**src/sv/assert_macros.svh**
```systemverilog
// Assertion macros shared by the sorter RTL.
// Self-contained; no other file needed.
`ifndef ASSERT_MACROS_SVH
`define ASSERT_MACROS_SVH

// Property must hold at every rising clock edge outside reset.
`define KSS_ASSERT(lbl, clk, rst_n, prop, msg) \
	lbl: assert property (@(posedge clk) disable iff (!rst_n) prop) else $error(msg);

// Condition must never be seen at a rising clock edge outside reset.
`define KSS_NEVER(lbl, clk, rst_n, cond, msg) \
	lbl: assert property (@(posedge clk) disable iff (!rst_n) !(cond)) else $error(msg);

`endif

```
**src/sv/kss_pkg.sv**
```systemverilog
// Shared types and constants of the k-sorted stream sorter.
// No dependencies.
package kss_pkg;

	localparam int VALUE_W = 32;
	localparam int WIN_W   = 5;

	typedef logic signed [VALUE_W-1:0] value_t;
	typedef logic [WIN_W-1:0]          win_t;

	localparam win_t WIN_RESET = 5'd3;

endpackage

```
**src/sv/kss_in_if.sv**
```systemverilog
// Input request channel of the sorter: one signed value and a last flag.
// Depends on kss_pkg.
interface kss_in_if;
	logic             valid;
	logic             ready;
	kss_pkg::value_t  in_value;
	logic             in_last;

	modport source (output valid, output in_value, output in_last, input ready);
	modport sink   (input valid, input in_value, input in_last, output ready);
endinterface

```
**src/sv/kss_out_if.sv**
```systemverilog
// Result request channel of the sorter: one sorted value and a last flag.
// Depends on kss_pkg.
interface kss_out_if;
	logic             valid;
	logic             ready;
	kss_pkg::value_t  out_value;
	logic             out_last;

	modport source (output valid, output out_value, output out_last, input ready);
	modport sink   (input valid, input out_value, input out_last, output ready);
endinterface

```
**src/sv/kss_cfg_if.sv**
```systemverilog
// Configuration write channel of the sorter: the window size register.
// Depends on kss_pkg.
interface kss_cfg_if;
	logic          valid;
	logic          ready;
	kss_pkg::win_t window_size;

	modport source (output valid, output window_size, input ready);
	modport sink   (input valid, input window_size, output ready);
endinterface

```
**src/sv/kss_heap_mem.sv**
```systemverilog
// Heap storage: one write port, two read ports with registered read data.
// Depends on kss_pkg.
module kss_heap_mem #(
	parameter int DEPTH = 32,
	parameter int AW    = 5
) (
	input  logic            clk,
	input  logic            we,
	input  logic [AW-1:0]   waddr,
	input  kss_pkg::value_t wdata,
	input  logic            re,
	input  logic [AW-1:0]   raddr_a,
	input  logic [AW-1:0]   raddr_b,
	output kss_pkg::value_t rdata_a,
	output kss_pkg::value_t rdata_b
);

	kss_pkg::value_t heap_mem [DEPTH];
	kss_pkg::value_t rdata_a_q;
	kss_pkg::value_t rdata_b_q;

	always_ff @(posedge clk) begin
		if (we) begin
			heap_mem[waddr] <= wdata;
		end
	end

	// hold read data until the next read
	always_ff @(posedge clk) begin
		if (re) begin
			rdata_a_q <= heap_mem[raddr_a];
			rdata_b_q <= heap_mem[raddr_b];
		end
	end

	assign rdata_a = rdata_a_q;
	assign rdata_b = rdata_b_q;

endmodule

```
**src/sv/kss_less.sv**
```systemverilog
// Shared signed comparator of the heap sequencer.
// Depends on kss_pkg.
module kss_less (
	input  kss_pkg::value_t a,
	input  kss_pkg::value_t b,
	output logic            lt
);

	assign lt = (a < b);

endmodule

```
**src/sv/k_sorted_stream_sorter.sv**
```systemverilog
// k-sorted stream sorter: top level with the heap sequencer.
// Depends on kss_pkg, kss_in_if, kss_out_if, kss_cfg_if, kss_heap_mem,
// kss_less and assert_macros.svh.
//
// Usage: values arrive as requests on in_ch (in_value, in_last); sorted
// values leave as requests on out_ch (out_value, out_last). cfg_ch writes
// window_size (reset 3), always ready; write it only while the block is idle.
// While the heap holds fewer than min(window_size, MAX_WINDOW) entries a value
// without in_last is only inserted and gives no result; after that each value
// gives one result, the smallest of the heap and the new value. A value with
// in_last set gives that result and then drains the heap in ascending order,
// with out_last on the final result.
// Throughput: one value at a time; in_ch.ready is high only in the idle cycle.
// Busy states: an insert climbs through S_UP and S_UP_CMP; an emitting value
// meets the root in S_ROOT and, if the root is smaller, sifts down through
// S_DN, S_DN_LR and S_DN_CMP; each drained value passes S_POP and S_POP_EMIT
// and then sifts down. One comparator and one heap write port set these steps.
// Output: a result is loaded into the output register in S_EMIT, S_ROOT or
// S_POP_EMIT once it is free; it holds while out_ch stalls and the sequencer
// waits at its next result. Reset empties the heap (count only).
`include "assert_macros.svh"

module k_sorted_stream_sorter #(
	parameter int MAX_WINDOW = 31
) (
	input  logic      clk,
	input  logic      arst_n,
	kss_in_if.sink    in_ch,
	kss_out_if.source out_ch,
	kss_cfg_if.sink   cfg_ch
);

	localparam int HEAP_CAP = MAX_WINDOW + 1;
	localparam int IDX_W    = $clog2(HEAP_CAP);
	localparam int CNT_W    = $clog2(HEAP_CAP + 1);
	localparam int LW       = IDX_W + 2;
	localparam int CW       = (CNT_W > kss_pkg::WIN_W) ? CNT_W : kss_pkg::WIN_W;

	typedef enum logic [3:0] {
		S_IDLE,
		S_UP,
		S_UP_CMP,
		S_ROOT,
		S_EMIT,
		S_DN,
		S_DN_LR,
		S_DN_CMP,
		S_POP,
		S_POP_EMIT
	} state_t;

	state_t            state_q;
	kss_pkg::win_t     win_q;
	logic [CNT_W-1:0]  cnt_q;
	kss_pkg::value_t   val_q;      // value riding the hole
	logic              last_q;
	logic [IDX_W-1:0]  idx_q;      // hole position
	logic [IDX_W-1:0]  par_q;
	logic [IDX_W-1:0]  ch_idx_q;
	kss_pkg::value_t   ch_val_q;
	logic              out_valid_q;
	kss_pkg::value_t   out_value_q;
	logic              out_last_q;

	// heap memory port
	logic              mem_we;
	logic [IDX_W-1:0]  mem_waddr;
	kss_pkg::value_t   mem_wdata;
	logic              mem_re;
	logic [IDX_W-1:0]  mem_raddr_a;
	logic [IDX_W-1:0]  mem_raddr_b;
	kss_pkg::value_t   rd_a;
	kss_pkg::value_t   rd_b;

	// comparator
	kss_pkg::value_t   cmp_a;
	kss_pkg::value_t   cmp_b;
	logic              lt;

	logic [CW-1:0]     win_eff;
	logic              ins_only;
	logic              out_free;
	logic              out_load;
	logic [IDX_W-1:0]  par_of_idx;
	logic [IDX_W-1:0]  par_of_par;
	logic [LW-1:0]     cnt_w;
	logic [LW-1:0]     l_i_w;
	logic [LW-1:0]     r_i_w;
	logic [LW-1:0]     l_c_w;
	logic [LW-1:0]     r_c_w;
	logic [CNT_W-1:0]  cnt_m1;
	logic [CNT_W-1:0]  cnt_p1;

	// assertion helpers
	logic              ins_acc;
	logic              final_out;
	logic              rw_clash;

	kss_heap_mem #(
		.DEPTH (HEAP_CAP),
		.AW    (IDX_W)
	) u_mem (
		.clk     (clk),
		.we      (mem_we),
		.waddr   (mem_waddr),
		.wdata   (mem_wdata),
		.re      (mem_re),
		.raddr_a (mem_raddr_a),
		.raddr_b (mem_raddr_b),
		.rdata_a (rd_a),
		.rdata_b (rd_b)
	);

	kss_less u_less (
		.a  (cmp_a),
		.b  (cmp_b),
		.lt (lt)
	);

	// Window in use is capped at MAX_WINDOW; insert only while below it.
	always_comb begin
		win_eff = (CW'(win_q) < CW'(MAX_WINDOW)) ? CW'(win_q) : CW'(MAX_WINDOW);
	end
	assign ins_only = (CW'(cnt_q) < win_eff);

	assign out_free   = !out_valid_q || out_ch.ready;
	assign out_load   = out_free && (state_q inside {S_EMIT, S_ROOT, S_POP_EMIT});
	assign par_of_idx = IDX_W'((idx_q - 1'b1) >> 1);
	assign par_of_par = IDX_W'((par_q - 1'b1) >> 1);
	assign cnt_w      = LW'(cnt_q);
	assign cnt_m1     = cnt_q - 1'b1;
	assign cnt_p1     = cnt_q + 1'b1;

	// Children of the hole and of the chosen child.
	assign l_i_w = {1'b0, idx_q, 1'b1};
	assign r_i_w = l_i_w + 1'b1;
	assign l_c_w = {1'b0, ch_idx_q, 1'b1};
	assign r_c_w = l_c_w + 1'b1;

	// Comparator operands per step.
	always_comb begin
		case (state_q)
			S_UP_CMP: begin
				cmp_a = val_q;
				cmp_b = rd_a;
			end
			S_ROOT: begin
				cmp_a = rd_a;
				cmp_b = val_q;
			end
			S_DN_LR: begin
				cmp_a = rd_b;
				cmp_b = rd_a;
			end
			S_DN_CMP: begin
				cmp_a = ch_val_q;
				cmp_b = val_q;
			end
			default: begin
				cmp_a = rd_a;
				cmp_b = val_q;
			end
		endcase
	end

	// Memory accesses per step.
	always_comb begin
		mem_we      = 1'b0;
		mem_waddr   = idx_q;
		mem_wdata   = val_q;
		mem_re      = 1'b0;
		mem_raddr_a = '0;
		mem_raddr_b = '0;
		case (state_q)
			S_IDLE: begin
				// fetch the root for a combined insert and extract
				if (in_ch.valid && !(ins_only && !in_ch.in_last) && cnt_q != '0) begin
					mem_re = 1'b1;
				end
			end
			S_UP: begin
				if (idx_q == '0) begin
					mem_we = 1'b1;
				end else begin
					mem_re      = 1'b1;
					mem_raddr_a = par_of_idx;
				end
			end
			S_UP_CMP: begin
				mem_we = 1'b1;
				if (lt) begin
					// move the parent down, fetch the next parent at once
					mem_wdata = rd_a;
					if (par_q != '0) begin
						mem_re      = 1'b1;
						mem_raddr_a = par_of_par;
					end
				end
			end
			S_DN: begin
				if (l_i_w >= cnt_w) begin
					mem_we = 1'b1;
				end else begin
					mem_re      = 1'b1;
					mem_raddr_a = l_i_w[IDX_W-1:0];
					mem_raddr_b = r_i_w[IDX_W-1:0];
				end
			end
			S_DN_CMP: begin
				mem_we = 1'b1;
				if (lt) begin
					// move the child up, fetch its children at once
					mem_wdata = ch_val_q;
					if (l_c_w < cnt_w) begin
						mem_re      = 1'b1;
						mem_raddr_a = l_c_w[IDX_W-1:0];
						mem_raddr_b = r_c_w[IDX_W-1:0];
					end
				end
			end
			S_POP: begin
				mem_re      = 1'b1;
				mem_raddr_b = cnt_m1[IDX_W-1:0];
			end
			default: begin
			end
		endcase
	end

	// Sequencer: state and registered outputs.
	always_ff @(posedge clk or negedge arst_n) begin
		if (!arst_n) begin
			state_q     <= S_IDLE;
			win_q       <= kss_pkg::WIN_RESET;
			cnt_q       <= '0;
			val_q       <= '0;
			last_q      <= 1'b0;
			idx_q       <= '0;
			par_q       <= '0;
			ch_idx_q    <= '0;
			ch_val_q    <= '0;
			out_valid_q <= 1'b0;
			out_value_q <= '0;
			out_last_q  <= 1'b0;
		end else begin
			if (cfg_ch.valid) begin
				win_q <= cfg_ch.window_size;
			end
			// load a new result, else drop the one taken
			if (out_load) begin
				out_valid_q <= 1'b1;
			end else if (out_ch.ready) begin
				out_valid_q <= 1'b0;
			end
			case (state_q)
				S_IDLE: begin
					if (in_ch.valid) begin
						val_q  <= in_ch.in_value;
						last_q <= in_ch.in_last;
						if (ins_only && !in_ch.in_last) begin
							idx_q   <= cnt_q[IDX_W-1:0];
							cnt_q   <= cnt_p1;
							state_q <= S_UP;
						end else if (cnt_q == '0) begin
							state_q <= S_EMIT;
						end else begin
							state_q <= S_ROOT;
						end
					end
				end
				S_UP: begin
					if (idx_q == '0) begin
						state_q <= S_IDLE;
					end else begin
						par_q   <= par_of_idx;
						state_q <= S_UP_CMP;
					end
				end
				S_UP_CMP: begin
					if (lt) begin
						idx_q <= par_q;
						if (par_q != '0) begin
							par_q <= par_of_par;
						end else begin
							state_q <= S_UP;
						end
					end else begin
						state_q <= S_IDLE;
					end
				end
				S_EMIT: begin
					if (out_free) begin
						out_value_q <= val_q;
						out_last_q  <= last_q;
						state_q     <= S_IDLE;
					end
				end
				S_ROOT: begin
					if (out_free) begin
						out_last_q <= 1'b0;
						if (lt) begin
							// root is smaller: emit it, sift the new value from the top
							out_value_q <= rd_a;
							idx_q       <= '0;
							state_q     <= S_DN;
						end else begin
							out_value_q <= val_q;
							state_q     <= last_q ? S_POP : S_IDLE;
						end
					end
				end
				S_DN: begin
					if (l_i_w >= cnt_w) begin
						state_q <= last_q ? S_POP : S_IDLE;
					end else begin
						state_q <= S_DN_LR;
					end
				end
				S_DN_LR: begin
					if (r_i_w < cnt_w && lt) begin
						ch_idx_q <= r_i_w[IDX_W-1:0];
						ch_val_q <= rd_b;
					end else begin
						ch_idx_q <= l_i_w[IDX_W-1:0];
						ch_val_q <= rd_a;
					end
					state_q <= S_DN_CMP;
				end
				S_DN_CMP: begin
					if (lt) begin
						idx_q   <= ch_idx_q;
						state_q <= (l_c_w < cnt_w) ? S_DN_LR : S_DN;
					end else begin
						state_q <= last_q ? S_POP : S_IDLE;
					end
				end
				S_POP: begin
					cnt_q   <= cnt_m1;
					state_q <= S_POP_EMIT;
				end
				S_POP_EMIT: begin
					if (out_free) begin
						out_value_q <= rd_a;
						out_last_q  <= (cnt_q == '0);
						val_q       <= rd_b;
						idx_q       <= '0;
						state_q     <= (cnt_q == '0) ? S_IDLE : S_DN;
					end
				end
				default: begin
					state_q <= S_IDLE;
				end
			endcase
		end
	end

	assign in_ch.ready      = (state_q == S_IDLE);
	assign cfg_ch.ready     = 1'b1;
	assign out_ch.valid     = out_valid_q;
	assign out_ch.out_value = out_value_q;
	assign out_ch.out_last  = out_last_q;

	assign ins_acc   = in_ch.valid && in_ch.ready && !in_ch.in_last && ins_only;
	assign final_out = out_valid_q && out_last_q;
	assign rw_clash  = mem_we && mem_re &&
		(mem_waddr == mem_raddr_a || mem_waddr == mem_raddr_b);

	`KSS_ASSERT(a_cnt_bound, clk, arst_n, cnt_q <= CNT_W'(MAX_WINDOW), "heap count above cap")
	`KSS_ASSERT(a_insert_grows, clk, arst_n, ins_acc |=> (cnt_q == $past(cnt_p1)), "heap did not grow")
	`KSS_ASSERT(a_last_empty, clk, arst_n, $rose(final_out) |-> (cnt_q == '0), "heap not empty at end")
	`KSS_NEVER(a_no_rw_clash, clk, arst_n, rw_clash, "heap read and write hit the same entry")

endmodule

```
**src/flat_wrapper.sv**
```systemverilog
// flat-port wrapper written by rule: the top's interface ports become plain ports
module k_sorted_stream_sorter_flat 
#(
	parameter int MAX_WINDOW = 31
)
  (clk, arst_n, in_ch_valid, in_ch_in_value, in_ch_in_last, in_ch_ready, out_ch_valid, out_ch_out_value, out_ch_out_last, out_ch_ready, cfg_ch_valid, cfg_ch_window_size, cfg_ch_ready);
  kss_in_if in_ch_i ();
  kss_out_if out_ch_i ();
  kss_cfg_if cfg_ch_i ();
  input  logic clk;
  input  logic arst_n;
  input wire logic [$bits(in_ch_i.valid)-1:0] in_ch_valid;
  input wire logic [$bits(in_ch_i.in_value)-1:0] in_ch_in_value;
  input wire logic [$bits(in_ch_i.in_last)-1:0] in_ch_in_last;
  output wire logic [$bits(in_ch_i.ready)-1:0] in_ch_ready;
  output wire logic [$bits(out_ch_i.valid)-1:0] out_ch_valid;
  output wire logic [$bits(out_ch_i.out_value)-1:0] out_ch_out_value;
  output wire logic [$bits(out_ch_i.out_last)-1:0] out_ch_out_last;
  input wire logic [$bits(out_ch_i.ready)-1:0] out_ch_ready;
  input wire logic [$bits(cfg_ch_i.valid)-1:0] cfg_ch_valid;
  input wire logic [$bits(cfg_ch_i.window_size)-1:0] cfg_ch_window_size;
  output wire logic [$bits(cfg_ch_i.ready)-1:0] cfg_ch_ready;
  assign in_ch_i.valid = in_ch_valid;
  assign in_ch_i.in_value = in_ch_in_value;
  assign in_ch_i.in_last = in_ch_in_last;
  assign in_ch_ready = in_ch_i.ready;
  assign out_ch_valid = out_ch_i.valid;
  assign out_ch_out_value = out_ch_i.out_value;
  assign out_ch_out_last = out_ch_i.out_last;
  assign out_ch_i.ready = out_ch_ready;
  assign cfg_ch_i.valid = cfg_ch_valid;
  assign cfg_ch_i.window_size = cfg_ch_window_size;
  assign cfg_ch_ready = cfg_ch_i.ready;
  k_sorted_stream_sorter #(.MAX_WINDOW(MAX_WINDOW)) u_core (.clk(clk), .arst_n(arst_n), .in_ch(in_ch_i), .out_ch(out_ch_i), .cfg_ch(cfg_ch_i));
endmodule
```
**config.mk**
```make
export PLATFORM = sky130hd
export DESIGN_NAME = k_sorted_stream_sorter_flat
export DESIGN_NICKNAME = d
export VERILOG_FILES = /design/src/sv/kss_pkg.sv /design/src/sv/kss_in_if.sv /design/src/sv/kss_out_if.sv /design/src/sv/kss_cfg_if.sv /design/src/sv/kss_heap_mem.sv /design/src/sv/kss_less.sv /design/src/sv/k_sorted_stream_sorter.sv /design/src/flat_wrapper.sv
export VERILOG_INCLUDE_DIRS = /design/src /design/src/sv
export SDC_FILE = /design/constraint.sdc
export NUM_CORES = 2
export LEC_CHECK = 0
export BUFFER_PORTS_ARGS = -buffer_cell sky130_fd_sc_hd__buf_2
export CAP_MARGIN = 15
export CORE_MARGIN = 2
export CORE_UTILIZATION = 53
export DETAILED_ROUTE_END_ITERATION = 16
export GPL_ROUTABILITY_DRIVEN = 0
export PLACE_DENSITY_LB_ADDON = 0.15
export SYNTH_ARGS = -nofsm -noshare
export SYNTH_HDL_FRONTEND = slang
export SYNTH_SLANG_ARGS = --single-unit
```
**constraint.sdc**
```tcl
create_clock -name clk -period 19.9 [get_ports clk]
set_clock_uncertainty 0.2 [all_clocks]
set_input_delay 3.98 -clock clk [delete_from_list [all_inputs] [get_ports clk]]
set_output_delay 3.98 -clock clk [all_outputs]
set_load 0.03 [all_outputs]
```
==> reports/qor.yml <==
status: "finished clean"
crit_fanout: 102
seqCellArea_um2: 35900
multi_input_area_um2: 20900
hold_slack_ps: 274
finalSetupViolations: 0
vias: 38527
start_util_pct: 53.6
ys_types: 69
nets: 4167
clkTransAtPathRegs_ps: 60
post_cts_resized: 0
yosysMostFrequentCell: "edfxtp_1"
n_antenna_cell: 0
cp_slowest_cell: "dfrtp_1"
ys_async_sr_fraction_pct: 10.5
antenna_found_initial: 4
ant_nets: 0
final_util_pct: 59.8
max_stage_delay_ps: 830
cts-root-buf: "clkbuf_16"
grtUsageTotal_pct: 33.7
crit_chain: "nand2b_1, nor2_4, buf_4, a22oi_1, nand2_1, ha_1, a21oi_1, o21ai_0, a221oi_1, o211ai_2, or4_1, nand3_4, buf_4, buf_12, mux4_2, o22ai_1, a21oi_1, a21o_1"
port_buffers: 77
post-place-ws_ps: 11560
io_pins: 79
cts_buffers: 121
postSynthCellCount: 4031
ir_drop_mv: 0.302
syn-num-nets: 4133
drc_errors: 0
cts_setup_buffers: 0
power-per-cell-area_nw_per_um2: 191
cts_tree: "built"
vias_per_cell: 6.92
syn_avg_cell_area_um2: 14.3
synth-warning-count: 0
setup.worst_path.class: "reg -> reg"
synth_enable_flop_cells: 1088
h-tree-depth: 3
min_path_type: "reg -> reg"
fin_crit_ps: 8420
end_kind: "register"
synth_area_um2: 57600
synth_top_area_share_pct: 56.7
fin_ws_ps: 11480
timing.setup.tns_ps: 0
place_area_um2: 59800
ys.flop_type: "edfxtp_1"
crit_arrival_ps: 8700
fmax_ghz: 0.119
drv_cap: 0
hold_viol_final: 0
wire_per_inst_um: 33.8
grt_max_degree: 137
ys_ff_latch: 1216
numClockSinks: 1216
rsz0062_at_grt: "false"
timing.slew.headroom_pct: 15.4
ys_seq_area_share_pct: 62.3
total_power_mw: 12.2
fin_crit_sh_pct: 42.3
synth.area.top_cells: "edfxtp_1 (57%), mux4_2 (9.9%), mux2i_1 (9.0%)"
first_pass_iters: 7
die_w_um: 334
yosys-top-cells-count: "edfxtp_1 (1,088), nand2_1 (600), mux2i_1 (516)"
worstSkewPairLatency_ps: 740
grt_pass1_wl_um: 266000
dp_cells: 5319
cts_hold_buf: 0
start_kind: "register"
synth_top_cell_by_area: "edfxtp_1"
final_layout_size_suffix_gt1_share_pct: 17.9
dieArea_um2: 111000
cts_buffer_depth: 3
final_cell_area_um2: 64200
area_growth_pct: 11.4
gr-total-overflow: 0
worst_slew_pin_slew_ps: 1270
cp_data_required_time_ps: 20180
instances_no_fill: 5571
fp.dieH_um: 334
fillCellCount: 8158
final_max_slew_viol_count: 0
wl_um: 188000
rows: 120
dpl.hpwl_um: 105000
grt_pass1_vias: 36676
drtIter0Drc: 5754
fp.coreArea_um2: 107000
leakage_nw: 23.5
-- registers in the layout, summed over array words and instances, names as in the netlist, 5 cells and up --
signal	cells
u_core.ch_idx_q	5
u_core.ch_val_q	32
u_core.cnt_q	6
u_core.idx_q	5
u_core.out_ch.out_value	32
u_core.u_mem.heap_mem	1024
u_core.u_mem.rdata_a	32
u_core.u_mem.rdata_b	32
u_core.val_q	32
u_core.win_q	5
-- cells by family after synthesis --
family	after synthesis	synth area share (%)
fa+ha+maj	59	1.28
buf+inv	314	2.41
other cells	1	0.00651
flops	1216	62.3
simple gates	991	7.47
mux	775	19.0
compound gates	654	7.21
xor+xnor	21	0.319
-- layer usage --
metal | track usage [%] | up-vias | routed length, µm
met2 | 49.5 | 2613 | 82800
met3 | 7.90 | 410 | 22800
li1 | - | 15869 | -
met5 | 0 | - | 55
met4 | 14.4 | 4 | 8870
met1 | 48.5 | 19631 | 73900
-- worst max-delay path, delay by kind of cell, from the launching register on --
kind,cells,cell delay [ps]
adder cells (fa/ha/maj),1,250
multiplexers,1,600
buffers and inverters,3,2250
AO/OA/AOI/OAI,8,1530
AND/OR/NAND/NOR,5,2300
flip-flops,1,830
-- placed cells by master, fill, tap and decap left out, types with 5 or more instances in the layout --
cell and n:
edfxtp_1 1088, nand2_1 596, mux2i_1 516, mux4_2 254
a21oi_1 161, nand3_1 139, clkbuf_16 126, dfrtp_1 126
a22oi_1 97, buf_4 95, o21ai_0 92, buf_2 76
a31oi_1 66, nor2_1 62, ha_1 59, o22ai_1 43
nand4_1 42, a21o_1 41, nor2_4 37, o211ai_1 34
o2111ai_1 33, o21ai_2 31, nor4_1 31, clkinv_2 27
clkinv_1 27, inv_1 24, buf_8 23, nand2b_1 19
clkbuf_1 19, xnor2_1 16, nor3_1 14, nor2b_1 11
or3_1 10, clkbuf_8 10, bufinv_16 9, o21a_1 7
mux2_2 5, o221ai_1 5, xor2_1 5
-- final cells by class --
type | count | area share, %
clock buffers | 154 | 5.20
repair buffers | 201 | 2.44
multi-input cells | 2501 | 32.6
inverters | 24 | 0.140
flip-flops and latches | 1216 | 55.9
clock inverters | 72 | 0.956
well taps | 1403 | 2.74
-- path summary, 6_finish.rpt --
path / from / endpoint / slack, ps / depth (start not counted)
max in group asynchronous: arst_n / u_core.val_q[1]$_DFFE_PN0P_ / 15070 / 2
worst min-delay path: u_core.out_ch.out_last$_DFFE_PN0P_ / u_core.out_ch.out_last$_DFFE_PN0P_ / 270 / 2
min in group asynchronous: arst_n / u_core.win_q[2]$_DFFE_PN0P_ / 3100 / 1
worst min register to register: u_core.out_ch.out_last$_DFFE_PN0P_ / u_core.out_ch.out_last$_DFFE_PN0P_ / 270 / 2
worst max register to register: u_core.state_q[2]$_DFFE_PN0P_ / u_core.u_mem.rdata_b[3]$_DFFE_PP_ / 11480 / 18
worst max-delay path: u_core.state_q[2]$_DFFE_PN0P_ / u_core.u_mem.rdata_b[3]$_DFFE_PP_ / 11480 / 18
-- power breakdown --
group	total (mW)	switching, mW	internal, mW
Combinational	5.55	3.76	1.78
Sequential	4.41	0.340	4.07
Clock	2.29	0.992	1.30
Total	12.2	5.09	7.15
Power figures use the tool's default switching activity.
